<file path="src/pca_pkg.sv">
package pca_pkg;

  localparam int VAL_W = 48;
  localparam int DIV_W = 58;
  localparam int ACC_W = 80;
  localparam logic [5:0] DIV_STEPS = 6'd58;
  localparam logic [23:0] MS_TICKS = 24'd16777;
  localparam logic signed [VAL_W-1:0] VAL_MAX = 48'sh7FFF_FFFF_FFFF;
  localparam logic signed [VAL_W-1:0] VAL_MIN = 48'sh8000_0000_0000;

  localparam logic [2:0] CFG_GAIN_P   = 3'd0;
  localparam logic [2:0] CFG_GAIN_I   = 3'd1;
  localparam logic [2:0] CFG_GAIN_D   = 3'd2;
  localparam logic [2:0] CFG_OUT_LOW  = 3'd3;
  localparam logic [2:0] CFG_OUT_HIGH = 3'd4;

  typedef enum logic [3:0] {
    S_IDLE, S_PMUL, S_LODIV, S_HIDIV, S_INCMUL, S_CLAMP, S_DDIV, S_DMUL,
    S_IMUL, S_SUM, S_CHECK, S_FINISH
  } state_t;

  typedef enum logic [1:0] {MS_P, MS_INC, MS_D, MS_I} mul_sel_t;
  typedef enum logic [1:0] {DS_LO, DS_HI, DS_D} div_sel_t;

  typedef struct packed {
    logic     load;
    logic     clear;
    logic     mul_go;
    mul_sel_t mul_sel;
    logic     div_go;
    div_sel_t div_sel;
    logic     clamp;
    logic     sum;
    logic     hold;
    logic     commit;
  } cmd_t;

  typedef struct packed {
    logic mul_done;
    logic div_done;
    logic gi_pos;
    logic first;
    logic hold_cond;
  } status_t;

  function automatic logic signed [VAL_W-1:0] sat48(input logic signed [VAL_W+1:0] v);
    if (v > 50'(VAL_MAX)) return VAL_MAX;
    if (v < 50'(VAL_MIN)) return VAL_MIN;
    return v[VAL_W-1:0];
  endfunction

  // apply sign to a magnitude, saturating to the 48-bit range
  function automatic logic signed [VAL_W-1:0] fix48(input logic neg, input logic [63:0] mag);
    if (neg) begin
      if (mag >= 64'h8000_0000_0000) return VAL_MIN;
      return -$signed(mag[VAL_W-1:0]);
    end
    if (mag > 64'h7FFF_FFFF_FFFF) return VAL_MAX;
    return $signed(mag[VAL_W-1:0]);
  endfunction

endpackage

</file>
<file path="src/pca_ctrl.sv">
module pca_ctrl import pca_pkg::*; (
  input  logic    clk,
  input  logic    rst,
  input  logic    in_valid,
  input  logic    req_type,
  output logic    in_ready,
  input  logic    out_ready,
  output logic    out_valid,
  input  status_t sts,
  output cmd_t    cmd
);

  state_t state, state_next;
  logic   held, held_next;
  logic   out_valid_next;
  logic   accept, fire;

  assign in_ready = (state == S_IDLE);
  assign accept   = in_valid && in_ready;
  assign fire     = !out_valid || out_ready;

  always_ff @(posedge clk) begin
    if (rst) begin
      state     <= S_IDLE;
      held      <= 1'b0;
      out_valid <= 1'b0;
    end else begin
      state     <= state_next;
      held      <= held_next;
      out_valid <= out_valid_next;
    end
  end

  always_comb begin
    state_next = state;
    held_next  = held;
    case (state)
      S_IDLE: begin
        held_next = 1'b0;
        if (accept && !req_type) state_next = S_PMUL;
      end
      S_PMUL:   if (sts.mul_done) state_next = sts.gi_pos ? S_LODIV : S_CLAMP;
      S_LODIV:  if (sts.div_done) state_next = S_HIDIV;
      S_HIDIV:  if (sts.div_done) state_next = S_INCMUL;
      S_INCMUL: if (sts.mul_done) state_next = S_CLAMP;
      S_CLAMP:  state_next = sts.first ? S_IMUL : S_DDIV;
      S_DDIV:   if (sts.div_done) state_next = S_DMUL;
      S_DMUL:   if (sts.mul_done) state_next = S_IMUL;
      S_IMUL:   if (sts.mul_done) state_next = S_SUM;
      S_SUM:    state_next = S_CHECK;
      S_CHECK: begin
        // hold the integral once and redo the integral term
        if (sts.hold_cond && !held) begin
          held_next  = 1'b1;
          state_next = S_IMUL;
        end else begin
          state_next = S_FINISH;
        end
      end
      S_FINISH: if (fire) state_next = S_IDLE;
      default:  state_next = S_IDLE;
    endcase
  end

  always_comb begin
    cmd         = '0;
    cmd.mul_sel = MS_P;
    cmd.div_sel = DS_LO;
    cmd.load    = accept && !req_type;
    cmd.clear   = accept && req_type;
    case (state)
      S_PMUL:   begin cmd.mul_go = 1'b1; cmd.mul_sel = MS_P;   end
      S_LODIV:  begin cmd.div_go = 1'b1; cmd.div_sel = DS_LO;  end
      S_HIDIV:  begin cmd.div_go = 1'b1; cmd.div_sel = DS_HI;  end
      S_INCMUL: begin cmd.mul_go = 1'b1; cmd.mul_sel = MS_INC; end
      S_CLAMP:  cmd.clamp = 1'b1;
      S_DDIV:   begin cmd.div_go = 1'b1; cmd.div_sel = DS_D;   end
      S_DMUL:   begin cmd.mul_go = 1'b1; cmd.mul_sel = MS_D;   end
      S_IMUL:   begin cmd.mul_go = 1'b1; cmd.mul_sel = MS_I;   end
      S_SUM:    cmd.sum = 1'b1;
      S_CHECK:  cmd.hold = sts.hold_cond && !held;
      S_FINISH: cmd.commit = fire;
      default:  cmd.load = cmd.load;
    endcase
  end

  always_comb begin
    out_valid_next = out_valid;
    if (state == S_FINISH && fire) out_valid_next = 1'b1;
    else if (out_ready)            out_valid_next = 1'b0;
  end

endmodule

</file>
<file path="src/pca_datapath.sv">
module pca_datapath import pca_pkg::*; (
  input  logic               clk,
  input  logic               rst,
  input  logic               wr_en,
  input  logic [2:0]         wr_index,
  input  logic [31:0]        wr_data,
  input  logic signed [31:0] target,
  input  logic signed [31:0] measured,
  input  logic [23:0]        step_time,
  input  cmd_t               cmd,
  output status_t            sts,
  output logic signed [31:0] drive,
  output logic               limited
);

  logic signed [31:0] gain_p, gain_i, gain_d, out_low, out_high;
  logic signed [47:0] integral_sum;
  logic signed [32:0] last_error;
  logic               first_step;

  logic signed [32:0] err;
  logic [23:0]        dt;
  logic signed [47:0] pterm, dterm, iterm, inc, lo, hi, cand, deriv, raw;

  logic signed [33:0] diff;
  logic [32:0]        err_mag;
  logic [33:0]        diff_mag;
  logic signed [47:0] low48, high48, bnd_lo, bnd_hi, isum;

  // shared multiplier: 32 x 48 in three 16-bit slices, high slice first
  logic              mbusy;
  logic [1:0]        mcnt;
  logic [31:0]       ma, ma_in;
  logic [47:0]       mb, mb_in;
  logic              mneg, mneg_in;
  logic [ACC_W-1:0]  macc;
  logic [15:0]       mslice;
  logic [63:0]       mmag;
  logic signed [47:0] mres;

  // shared divider: restoring, one quotient bit per cycle
  logic              dbusy;
  logic [5:0]        dcnt;
  logic [DIV_W-1:0]  dq, dq_in;
  logic [31:0]       dr, dd, dd_in;
  logic              dneg, dneg_in;
  logic [32:0]       dshift;
  logic              dbit;
  logic signed [47:0] dres;

  assign low48  = 48'(out_low);
  assign high48 = 48'(out_high);
  assign diff   = 34'(err) - 34'(last_error);
  assign err_mag  = err[32] ? 33'(-err) : 33'(err);
  assign diff_mag = diff[33] ? 34'(-diff) : 34'(diff);

  assign sts.gi_pos   = (gain_i > 32'sd0);
  assign sts.first    = first_step;
  assign sts.mul_done = mbusy && (mcnt == 2'd3);
  assign sts.div_done = dbusy && (dcnt == DIV_STEPS);
  assign sts.hold_cond = sts.gi_pos &&
    ((raw > high48 && err > 33'sd0) || (raw < low48 && err < 33'sd0));

  always_ff @(posedge clk) begin
    if (rst) begin
      gain_p   <= '0;
      gain_i   <= '0;
      gain_d   <= '0;
      out_low  <= 32'sh8000_0000;
      out_high <= 32'sh7FFF_FFFF;
    end else if (wr_en) begin
      case (wr_index)
        CFG_GAIN_P:   gain_p   <= wr_data;
        CFG_GAIN_I:   gain_i   <= wr_data;
        CFG_GAIN_D:   gain_d   <= wr_data;
        CFG_OUT_LOW:  out_low  <= wr_data;
        CFG_OUT_HIGH: out_high <= wr_data;
        default:      gain_p   <= gain_p;
      endcase
    end
  end

  always_comb begin
    ma_in   = '0;
    mb_in   = '0;
    mneg_in = 1'b0;
    case (cmd.mul_sel)
      MS_P: begin
        ma_in   = gain_p[31] ? 32'(-gain_p) : 32'(gain_p);
        mb_in   = 48'(err_mag);
        mneg_in = gain_p[31] ^ err[32];
      end
      MS_INC: begin
        ma_in   = 32'(dt);
        mb_in   = 48'(err_mag);
        mneg_in = err[32];
      end
      MS_D: begin
        ma_in   = gain_d[31] ? 32'(-gain_d) : 32'(gain_d);
        mb_in   = deriv[47] ? 48'(-deriv) : 48'(deriv);
        mneg_in = gain_d[31] ^ deriv[47];
      end
      MS_I: begin
        ma_in   = gain_i[31] ? 32'(-gain_i) : 32'(gain_i);
        mb_in   = cand[47] ? 48'(-cand) : 48'(cand);
        mneg_in = gain_i[31] ^ cand[47];
      end
      default: ma_in = '0;
    endcase
  end

  always_comb begin
    case (mcnt)
      2'd0:    mslice = mb[47:32];
      2'd1:    mslice = mb[31:16];
      default: mslice = mb[15:0];
    endcase
  end

  assign mmag = (cmd.mul_sel == MS_INC) ? 64'(macc[ACC_W-1:24]) : macc[ACC_W-1:16];
  assign mres = fix48(mneg, mmag);

  always_ff @(posedge clk) begin
    if (rst) begin
      mbusy <= 1'b0;
      mcnt  <= '0;
    end else if (!mbusy) begin
      if (cmd.mul_go) begin
        mbusy <= 1'b1;
        mcnt  <= '0;
      end
    end else if (mcnt == 2'd3) begin
      mbusy <= 1'b0;
    end else begin
      mcnt <= mcnt + 2'd1;
    end
  end

  always_ff @(posedge clk) begin
    if (!mbusy && cmd.mul_go) begin
      ma   <= ma_in;
      mb   <= mb_in;
      mneg <= mneg_in;
      macc <= '0;
    end else if (mbusy && mcnt != 2'd3) begin
      macc <= {macc[ACC_W-17:0], 16'b0} + ACC_W'(ma * mslice);
    end
  end

  always_comb begin
    dq_in   = '0;
    dd_in   = '0;
    dneg_in = 1'b0;
    case (cmd.div_sel)
      DS_LO: begin
        dq_in   = {10'b0, (out_low[31] ? 32'(-out_low) : 32'(out_low)), 16'b0};
        dd_in   = gain_i;
        dneg_in = out_low[31];
      end
      DS_HI: begin
        dq_in   = {10'b0, (out_high[31] ? 32'(-out_high) : 32'(out_high)), 16'b0};
        dd_in   = gain_i;
        dneg_in = out_high[31];
      end
      DS_D: begin
        dq_in   = {diff_mag, 24'b0};
        dd_in   = 32'(dt);
        dneg_in = diff[33];
      end
      default: dd_in = 32'd1;
    endcase
  end

  assign dshift = {dr, dq[DIV_W-1]};
  assign dbit   = (dshift >= 33'(dd));
  assign dres   = fix48(dneg, 64'(dq));

  always_ff @(posedge clk) begin
    if (rst) begin
      dbusy <= 1'b0;
      dcnt  <= '0;
    end else if (!dbusy) begin
      if (cmd.div_go) begin
        dbusy <= 1'b1;
        dcnt  <= '0;
      end
    end else if (dcnt == DIV_STEPS) begin
      dbusy <= 1'b0;
    end else begin
      dcnt <= dcnt + 6'd1;
    end
  end

  always_ff @(posedge clk) begin
    if (!dbusy && cmd.div_go) begin
      dq   <= dq_in;
      dd   <= dd_in;
      dneg <= dneg_in;
      dr   <= '0;
    end else if (dbusy && dcnt != DIV_STEPS) begin
      dr <= dbit ? 32'(dshift - 33'(dd)) : dshift[31:0];
      dq <= {dq[DIV_W-2:0], dbit};
    end
  end

  assign isum   = sat48(50'(integral_sum) + 50'(inc));
  assign bnd_lo = (lo > hi) ? hi : lo;
  assign bnd_hi = (lo > hi) ? lo : hi;

  always_ff @(posedge clk) begin
    if (cmd.load) begin
      err <= 33'(target) - 33'(measured);
      dt  <= (step_time == 24'd0) ? MS_TICKS : step_time;
    end
    if (sts.mul_done) begin
      case (cmd.mul_sel)
        MS_P:    pterm <= mres;
        MS_INC:  inc   <= mres;
        MS_D:    dterm <= mres;
        MS_I:    iterm <= mres;
        default: pterm <= pterm;
      endcase
    end
    if (sts.div_done) begin
      case (cmd.div_sel)
        DS_LO:   lo    <= dres;
        DS_HI:   hi    <= dres;
        DS_D:    deriv <= dres;
        default: lo    <= lo;
      endcase
    end
    if (cmd.clamp) begin
      if (!sts.gi_pos)          cand <= '0;
      else if (isum < bnd_lo)   cand <= bnd_lo;
      else if (isum > bnd_hi)   cand <= bnd_hi;
      else                      cand <= isum;
      if (first_step) dterm <= '0;
    end
    if (cmd.hold) cand <= integral_sum;
    if (cmd.sum) raw <= sat48(50'(pterm) + 50'(iterm) + 50'(dterm));
    if (cmd.commit) begin
      limited <= (raw < low48) || (raw > high48);
      if (raw < low48)       drive <= out_low;
      else if (raw > high48) drive <= out_high;
      else                   drive <= raw[31:0];
    end
  end

  always_ff @(posedge clk) begin
    if (rst || cmd.clear) begin
      integral_sum <= '0;
      last_error   <= '0;
      first_step   <= 1'b1;
    end else if (cmd.commit) begin
      integral_sum <= cand;
      last_error   <= err;
      first_step   <= 1'b0;
    end
  end

endmodule

</file>
<file path="src/pid_conditional_antiwindup.sv">
// PID controller step with conditional-integration anti-windup.
// Input channel (in_valid/in_ready) carries req_type, target, measured and
// step_time. A clear request (req_type 1) resets the integral, last error and
// first-step flag in the cycle it is accepted and produces no result. A compute
// request produces one result (drive, limited) on out_valid/out_ready.
// Configuration registers are written through wr_en/wr_index/wr_data
// (0 gain_p, 1 gain_i, 2 gain_d, 3 out_low, 4 out_high); the user writes them
// only while the block is idle, which the block does not itself enforce.
// One shared 32x16 multiplier and one shared restoring divider do the
// arithmetic. out_valid rises soonest after a compute is accepted with
// gain_i <= 0 on the first step, and latest with two bound divisions, one
// derivative division and an integral hold.
// One request is worked at a time; in_ready is high only when idle.
// The result sits in an output register, so the next request is taken while
// a stalled receiver holds the previous one; a finished compute then waits
// for that register to drain. Reset clears state and loads default limits.
module pid_conditional_antiwindup import pca_pkg::*; (
  input  logic               clk,
  input  logic               rst,
  input  logic               in_valid,
  output logic               in_ready,
  input  logic               req_type,
  input  logic signed [31:0] target,
  input  logic signed [31:0] measured,
  input  logic [23:0]        step_time,
  output logic               out_valid,
  input  logic               out_ready,
  output logic signed [31:0] drive,
  output logic               limited,
  input  logic               wr_en,
  input  logic [2:0]         wr_index,
  input  logic [31:0]        wr_data
);

  cmd_t    cmd;
  status_t sts;

  pca_ctrl u_ctrl (
    .clk       (clk),
    .rst       (rst),
    .in_valid  (in_valid),
    .req_type  (req_type),
    .in_ready  (in_ready),
    .out_ready (out_ready),
    .out_valid (out_valid),
    .sts       (sts),
    .cmd       (cmd)
  );

  pca_datapath u_datapath (
    .clk       (clk),
    .rst       (rst),
    .wr_en     (wr_en),
    .wr_index  (wr_index),
    .wr_data   (wr_data),
    .target    (target),
    .measured  (measured),
    .step_time (step_time),
    .cmd       (cmd),
    .sts       (sts),
    .drive     (drive),
    .limited   (limited)
  );

endmodule

</file>
<file path="config.mk">
export PLATFORM = sky130hd
export DESIGN_NAME = pid_conditional_antiwindup
export DESIGN_NICKNAME = d
export VERILOG_FILES = /design/src/pca_pkg.sv /design/src/pca_ctrl.sv /design/src/pca_datapath.sv /design/src/pid_conditional_antiwindup.sv
export SDC_FILE = /design/constraint.sdc
export NUM_CORES = 2
export LEC_CHECK = 0
export BUFFER_PORTS_ARGS = -buffer_cell sky130_fd_sc_hd__buf_2
export CAP_MARGIN = 5
export CORE_UTILIZATION = 50
export DETAILED_ROUTE_END_ITERATION = 7
export MAX_ROUTING_LAYER = met4
export PLACE_DENSITY = 0.68
export SYNTH_ARGS = -nofsm -noshare
export SYNTH_HDL_FRONTEND = slang
export SYNTH_HIERARCHICAL = 1
export SYNTH_SLANG_ARGS = --single-unit
</file>
<file path="constraint.sdc">
create_clock -name clk -period 8.27 [get_ports clk]
set_input_delay 0 -clock clk [delete_from_list [all_inputs] [get_ports clk]]
set_output_delay 0 -clock clk [all_outputs]
set_load 0.1 [all_outputs]
</file>
======== After elaboration in Yosys (flattened, before gate mapping) ========
Cells that the tools add are included.
word-level totals
  bits in writable memories ............... 0
  latch bits .............................. 0
  register bits after elaboration ......... 1064
  word-level logic and storage cells ...... 272
  memories kept ........................... 0
  bits of input ports ..................... 129
  ROM bits ................................ 0
operators by class
  shifts and indexed selects .............. 0
  add/sub/neg operators ................... 20
  multiply operators ...................... 1
  eq/ne operators ......................... 37
  order comparisons ....................... 17
  divide/modulo/power cells ............... 0
  mux-type cells .......................... 106
  reductions and logical operators ........ 52
  bitwise logic cells ..................... 3
operators with widths
  operator                count
  $mux W48                33
  $mux W32                8
  $neg A48 Y48            4
  $pmux W58 S3            1
  $neg A32 Y32            5
  $pmux W48 S3            1
  $pmux W32 S4            1
  $mux W58                2
  $gt A50 B48 Y1 const B  2
  $lt A50 B48 Y1 const B  2
  $add A48 B48 Y49        2
  $gt A48 B48 Y1          2
  $add A80 B48 Y80        1
  $ge A64 B48 Y1 const B  1
  $gt A64 B47 Y1 const B  1
  $mux W64                1
  $pmux W32 S2            1
  $ge A58 B48 Y1 const B  1
  $gt A58 B47 Y1 const B  1
  $add A49 B48 Y50        1
  $gt A48 B32 Y1          1
  $lt A48 B32 Y1          1
  $lt A48 B48 Y1          1
  $mul A32 B16 Y48        1
  other kinds (50)        161

======== Depth between registers and ports, before layout ========
  depth in word-level cells ............... 16
  gate-level depth with buffers ........... 36
  gate-level depth less buffers ........... 32

======== Modules after synthesis ========
The synthesis kept the hierarchy.
modules (own cells, without submodules)
  module        instances  area an instance (µm²)  cells each
  pca_datapath  1          85360.6                 9509
  pca_ctrl      1          631.9                   84

======== Worst setup path after synthesis ========
No wires, ideal clock.
  kind .................................... flip-flop to flip-flop
  from .................................... register u_datapath.mcnt[0]
  to ...................................... register u_datapath.macc[70]
  path slack .............................. -0.240 ns
  library setup time ...................... 0.086 ns
  stages on the path, launching flop included .. 35
  data arrival time ....................... 8.424 ns
  period minus slack after synthesis ...... 8.510 ns
  path buffers ............................ 4
  data required time ...................... 8.184 ns
  path through ............................ dfxtp_1 inv_1 ha_1 clkbuf_1 nor2_1 clkbuf_1 nand2_1 nand2_1 clkbuf_1 nand2_1 fa_1 inv_1 fa_1 inv_1 fa_1 inv_1 fa_1 fa_1 fa_1 ha_1 a21o_1 a21o_1 a21o_1 a21o_1 a21oi_1 o21ai_0 nor3_1 o31ai_1 a211oi_1 nor4_1 o41ai_1 clkbuf_1 nor3_1 xnor2_1 a211oi_1
on the way
  cells in the longest elaborated chain, start to end .. 4
  elaborated cells between the ends (all ways) .. 7
  classes of those cells .................. 1 x add/sub; 1 x mul; 2 x eq/ne; 1 x mux; 2 x reduce/logical
RTL lines
  item                                                     RTL line             source
  start, declared                                          pca_datapath.sv:32   logic [1:0] mcnt;
  start signal, assigned                                   pca_datapath.sv:135  mcnt <= mcnt + 2'd1;
  $eq A2 B1 Y1 / $logic_not A2 Y1 (equally long branches)  pca_datapath.sv:113  case (mcnt)
  $pmux W16 S2                                             pca_datapath.sv:113
  $mul A32 B16 Y48                                         pca_datapath.sv:146  macc <= {macc[ACC_W-17:0], 16'b0} + ACC_W'(ma * mslice);
  $add A80 B48 Y80                                         pca_datapath.sv:146
  end signal, assigned                                     pca_datapath.sv:146
  end, declared                                            pca_datapath.sv:36   logic [ACC_W-1:0] macc;
Several ways; a longest one is shown, not always the timed one.
A chain may end at the register's enable or synchronous reset.

======== Final worst setup path ========
  from .................................... register u_datapath.mcnt[0]
  to ...................................... register u_datapath.macc[54]
Same word-level chain as after synthesis.

==> results.md <==
CTS:
- The clock buffer count from CTS is 119.
- The clock tree buffer depth is 3.
- Clock-pin slew was measured on the worst setup and hold paths at 0.06 ns.
- The clock latency of the later-clocked register in the worst-skew pair is 0.79 ns.
- The CTS tree is done.
- The clock root buffer is clkbuf_16.
- The number of H-tree levels is 3.
- The sink count of the clock tree is 1064.

Synthesis:
- After technology mapping, the gate count stands at 9593.
- The flip-flop cell with the highest count after synthesis is edfxtp_1.
- Counting flops and latches in the post-synthesis netlist gives 1064.
- Yosys mapped the design onto 102 distinct sky130hd cell types.
- The synthesized design contains 646 enable-type register cells.
- The number of synthesis warnings is 6.
- Of all flip-flops after synthesis, the portion carrying an async set or reset was 0%.
- The net count after synthesis is 10800.
- Sequential cells were found to cover 32.3% of the synthesized design area.
- The average cell area after synthesis is 8.96 um2.
- In this run the cell area of the synthesized design comes to 86000 um2.

Place:
- The number of buffer cells added on primary ports is 163.
- The sum of net half-perimeters after detailed placement is 217000 um.
- The number of placed instances with taps included is 11700.
- The routability congestion estimate from global placement is 0.974.

Timing:
- The worst hold margin is 0.0376 ns.
- For the pin with the worst max-slew slack, the measured transition is 1.31 ns.
- After routing, the total negative slack on setup checks comes to 0 ns.
- The final setup violation count is 0.
- The top achievable clock speed is 125 MHz.
- The final hold violation count came to 0.
- The final worst-path cycle share is 96.7%.
- On the final layout, the worst clock skew is 0.0504 ns.
- The post-route minimum period is 7.99 ns.
- The count of final max-slew check failures is 0.
- The worst slew margin relative to its limit is 12.6%.

Cells and area:
- The post-route netlist has 8.94% of its cells at a drive strength greater than 1.
- Once layout is complete, the cells apart from fillers number 12200.
- Fill cells in the final layout number 15000.
- In the final design database the tool counted 11100 nets.
- The leading cell type in the layout, fill and taps excluded is nand2_1.
- Compared with the post-synthesis result, the final layout area differs by 12.6%.
- The top cell types in the final layout, fill and taps aside, are nand2_1, inv_1, a21oi_1.

Hold path:
- The worst hold path begins at step_time[3].
- The worst hold path cell count is 3.
- The worst min-delay path endpoint is u_datapath/dt[3].
- The class of the tightest hold or removal check is input port to flop.

Drt:
- The count of nets left with antenna violations once routing finished came out at 0.
- The routed wirelength normalized by instance count is 23.5 um.
- The wire length reported by the detailed router is 286000 um.
- The number of vias per cell is 6.02.
- The total number of vias is 73300.
- In the routed design, unresolved DRC markers number 0.
- The number of DRC markers in iteration 0 is 7228.
- The pre-antenna-repair detailed-routing pass consisted of 6 iterations.

Critical path:
- The launch instance of the worst register-to-register path is u_datapath/mcnt[0].
- The cell with the largest stage delay on the worst path is fa_1.
- STA classifies the critical path startpoint as a flop.
- The worst register-to-register path ends at u_datapath/macc[54].
- The most numerous cell type found on the critical path is fa_1.
- The largest driver fanout on the critical path is 6.
- The critical path in this run is classified as flop to flop.
- The data required time of the critical path is 8.96 ns.
- The kind of capture point of the worst setup path is a flop.
- The logic depth of the worst register-to-register path is 37.
- Data arrives at the worst endpoint at 8.69 ns.
- Across all register-to-register paths, the minimum setup slack is 0.28 ns.
- The largest single stage delay on the critical path is 0.55 ns.

Global route:
- Across every metal layer, demand over resource in global routing totals 33.5%.
- The number of antenna violations at the first check in global routing is 14.
- The total grt overflow is 0.
- The number of global-route vias before repair is 71900.
- The wire length of the first global-routing pass is 433000 um.
- Entering global routing, the biggest net connects 101 pins.

Run status:
- The flow ran to the end, and the final reports show no timing, DRC or antenna violations.

Floorplan:
- The die footprint is 174000 um2.
- The core area is 170000 um2.
- The I/O pin total is 164.
- The cell row count is 151.
- The overall die width is 417 um.
- The starting utilization of the core area is 50.6%.
- The floorplan die height is 417 um.

Flow run:
- Max-cap violations in this run came to 0.
==> flip-flops by register name (all words and copies together), names as in the netlist, 33 cells and up <==
name / count
u_datapath/macc: 80
u_datapath/dq: 58
u_datapath/cand: 48
u_datapath/deriv: 48
u_datapath/dterm: 48
u_datapath/hi: 48
u_datapath/inc: 48
u_datapath/integral_sum: 48
u_datapath/iterm: 48
u_datapath/lo: 48
u_datapath/mb: 48
u_datapath/pterm: 48
u_datapath/raw: 48
u_datapath/err: 33
u_datapath/last_error: 33
==> cell type report <==
| cell class | count | area, um2 | share of cell area, % |
|---|---|---|---|
| diodes | 11 | 27.5 | 0.0284 |
| clock buffers | 171 | 3510 | 3.62 |
| clock inverters | 56 | 618 | 0.638 |
| inverters | 883 | 3310 | 3.42 |
| multi-input cells | 7136 | 53500 | 55.3 |
| flip-flops and latches | 1064 | 27800 | 28.7 |
| well taps | 2218 | 2780 | 2.87 |
| repair buffers | 643 | 5270 | 5.44 |
==> layer usage <==
metal	GRT usage [%]	up-vias	part of all wire (%)
li1	-	33800	-
met4	16.7	0	6.0
met3	5.57	611	7.9
met2	51.2	2974	45
met5	-	-	0
met1	43.0	35900	41
==> synth_stat cells, types with 43 or more instances <==
cell,count,area (um2)
nand2_1,1431,5370
inv_1,880,3300
a21oi_1,705,3530
edfxtp_1,646,19400
ha_1,578,7230
nor2_1,559,2100
fa_1,503,10100
o21ai_0,496,2480
clkbuf_1,446,1670
dfxtp_1,418,8370
xnor2_1,347,3040
mux2i_1,211,2110
a21o_1,198,1490
nor3_1,186,931
nor2b_1,176,1100
xor2_1,170,1490
nand3_1,103,515
o31ai_1,93,698
and2_1,90,563
nand4_1,81,507
a211oi_1,80,601
nand2b_1,77,482
or3_1,74,463
o21a_1,64,480
nor4_1,62,388
a31oi_1,61,382
o221ai_1,61,534
o211ai_1,53,398
mux2_2,52,586
buf_1,47,176
or4_1,47,353
nand3b_1,43,323
==> timing repair <==
item / 4_1_cts / 5_1_grt
setup endpoints to repair: 16 / 38
hold endpoints to repair: 279 / 0
resized for setup: 7 / 90
gates cloned: 0 / 4
pin swaps: 0 / 43
setup buffers: 0 / 12
hold buffers: 200 / 0
==> how the worst max path moves through the flow <==
stage | slack, ns | start | endpoint
6_report | 0.28 | u_datapath/mcnt[0] | u_datapath/macc[54]
3_3_place_gp | -0.08 | u_datapath/mcnt[1] | u_datapath/macc[56]
4_1_cts | 0.02 | u_datapath/mcnt[0] | u_datapath/macc[70]
3_5_place_dp | -0.1 | u_datapath/mcnt[1] | u_datapath/macc[54]
5_1_grt | -0.03 | u_datapath/mcnt[0] | u_datapath/macc[56]
2_1_floorplan | 0.07 | u_datapath/mcnt[0] | u_datapath/macc[70]
==> logic make-up after synthesis <==
kind of cell / share of synthesized area (%)
and+or+nand+nor: 16.5
AOI/OAI and AO/OA: 16.1
buffers and inverters: 6.13
adders and majority gates: 20.1
DFF: 32.3
xor gates and xnor gates: 5.27
muxes: 3.61
==> metrics by stage <==
step           util [%]  instance area, um2  setup slack [ns]
2_1_floorplan         -               86000            0.0736
3_3_place_gp       53.0               90100           -0.0838
3_5_place_dp       53.0               90100           -0.0997
4_1_cts            56.6               96200            0.0185
5_1_grt            56.9               96800           -0.0264
6_report           56.9               96800             0.277
==> critical path: cells and delay by family (launching register included) <==
family	cells	cell delay (ns)
adders and majority gates	8	3.58
AOI/OAI and AO/OA	9	1.77
and+or+nand+nor	7	0.61
DFF	1	0.37
xor gates and xnor gates	1	0.12
buffers and inverters	12	1.47
Power is left out: the tool's default activity adds up to more than one toggle a clock period on the data nets, which glitch-free logic cannot reach.
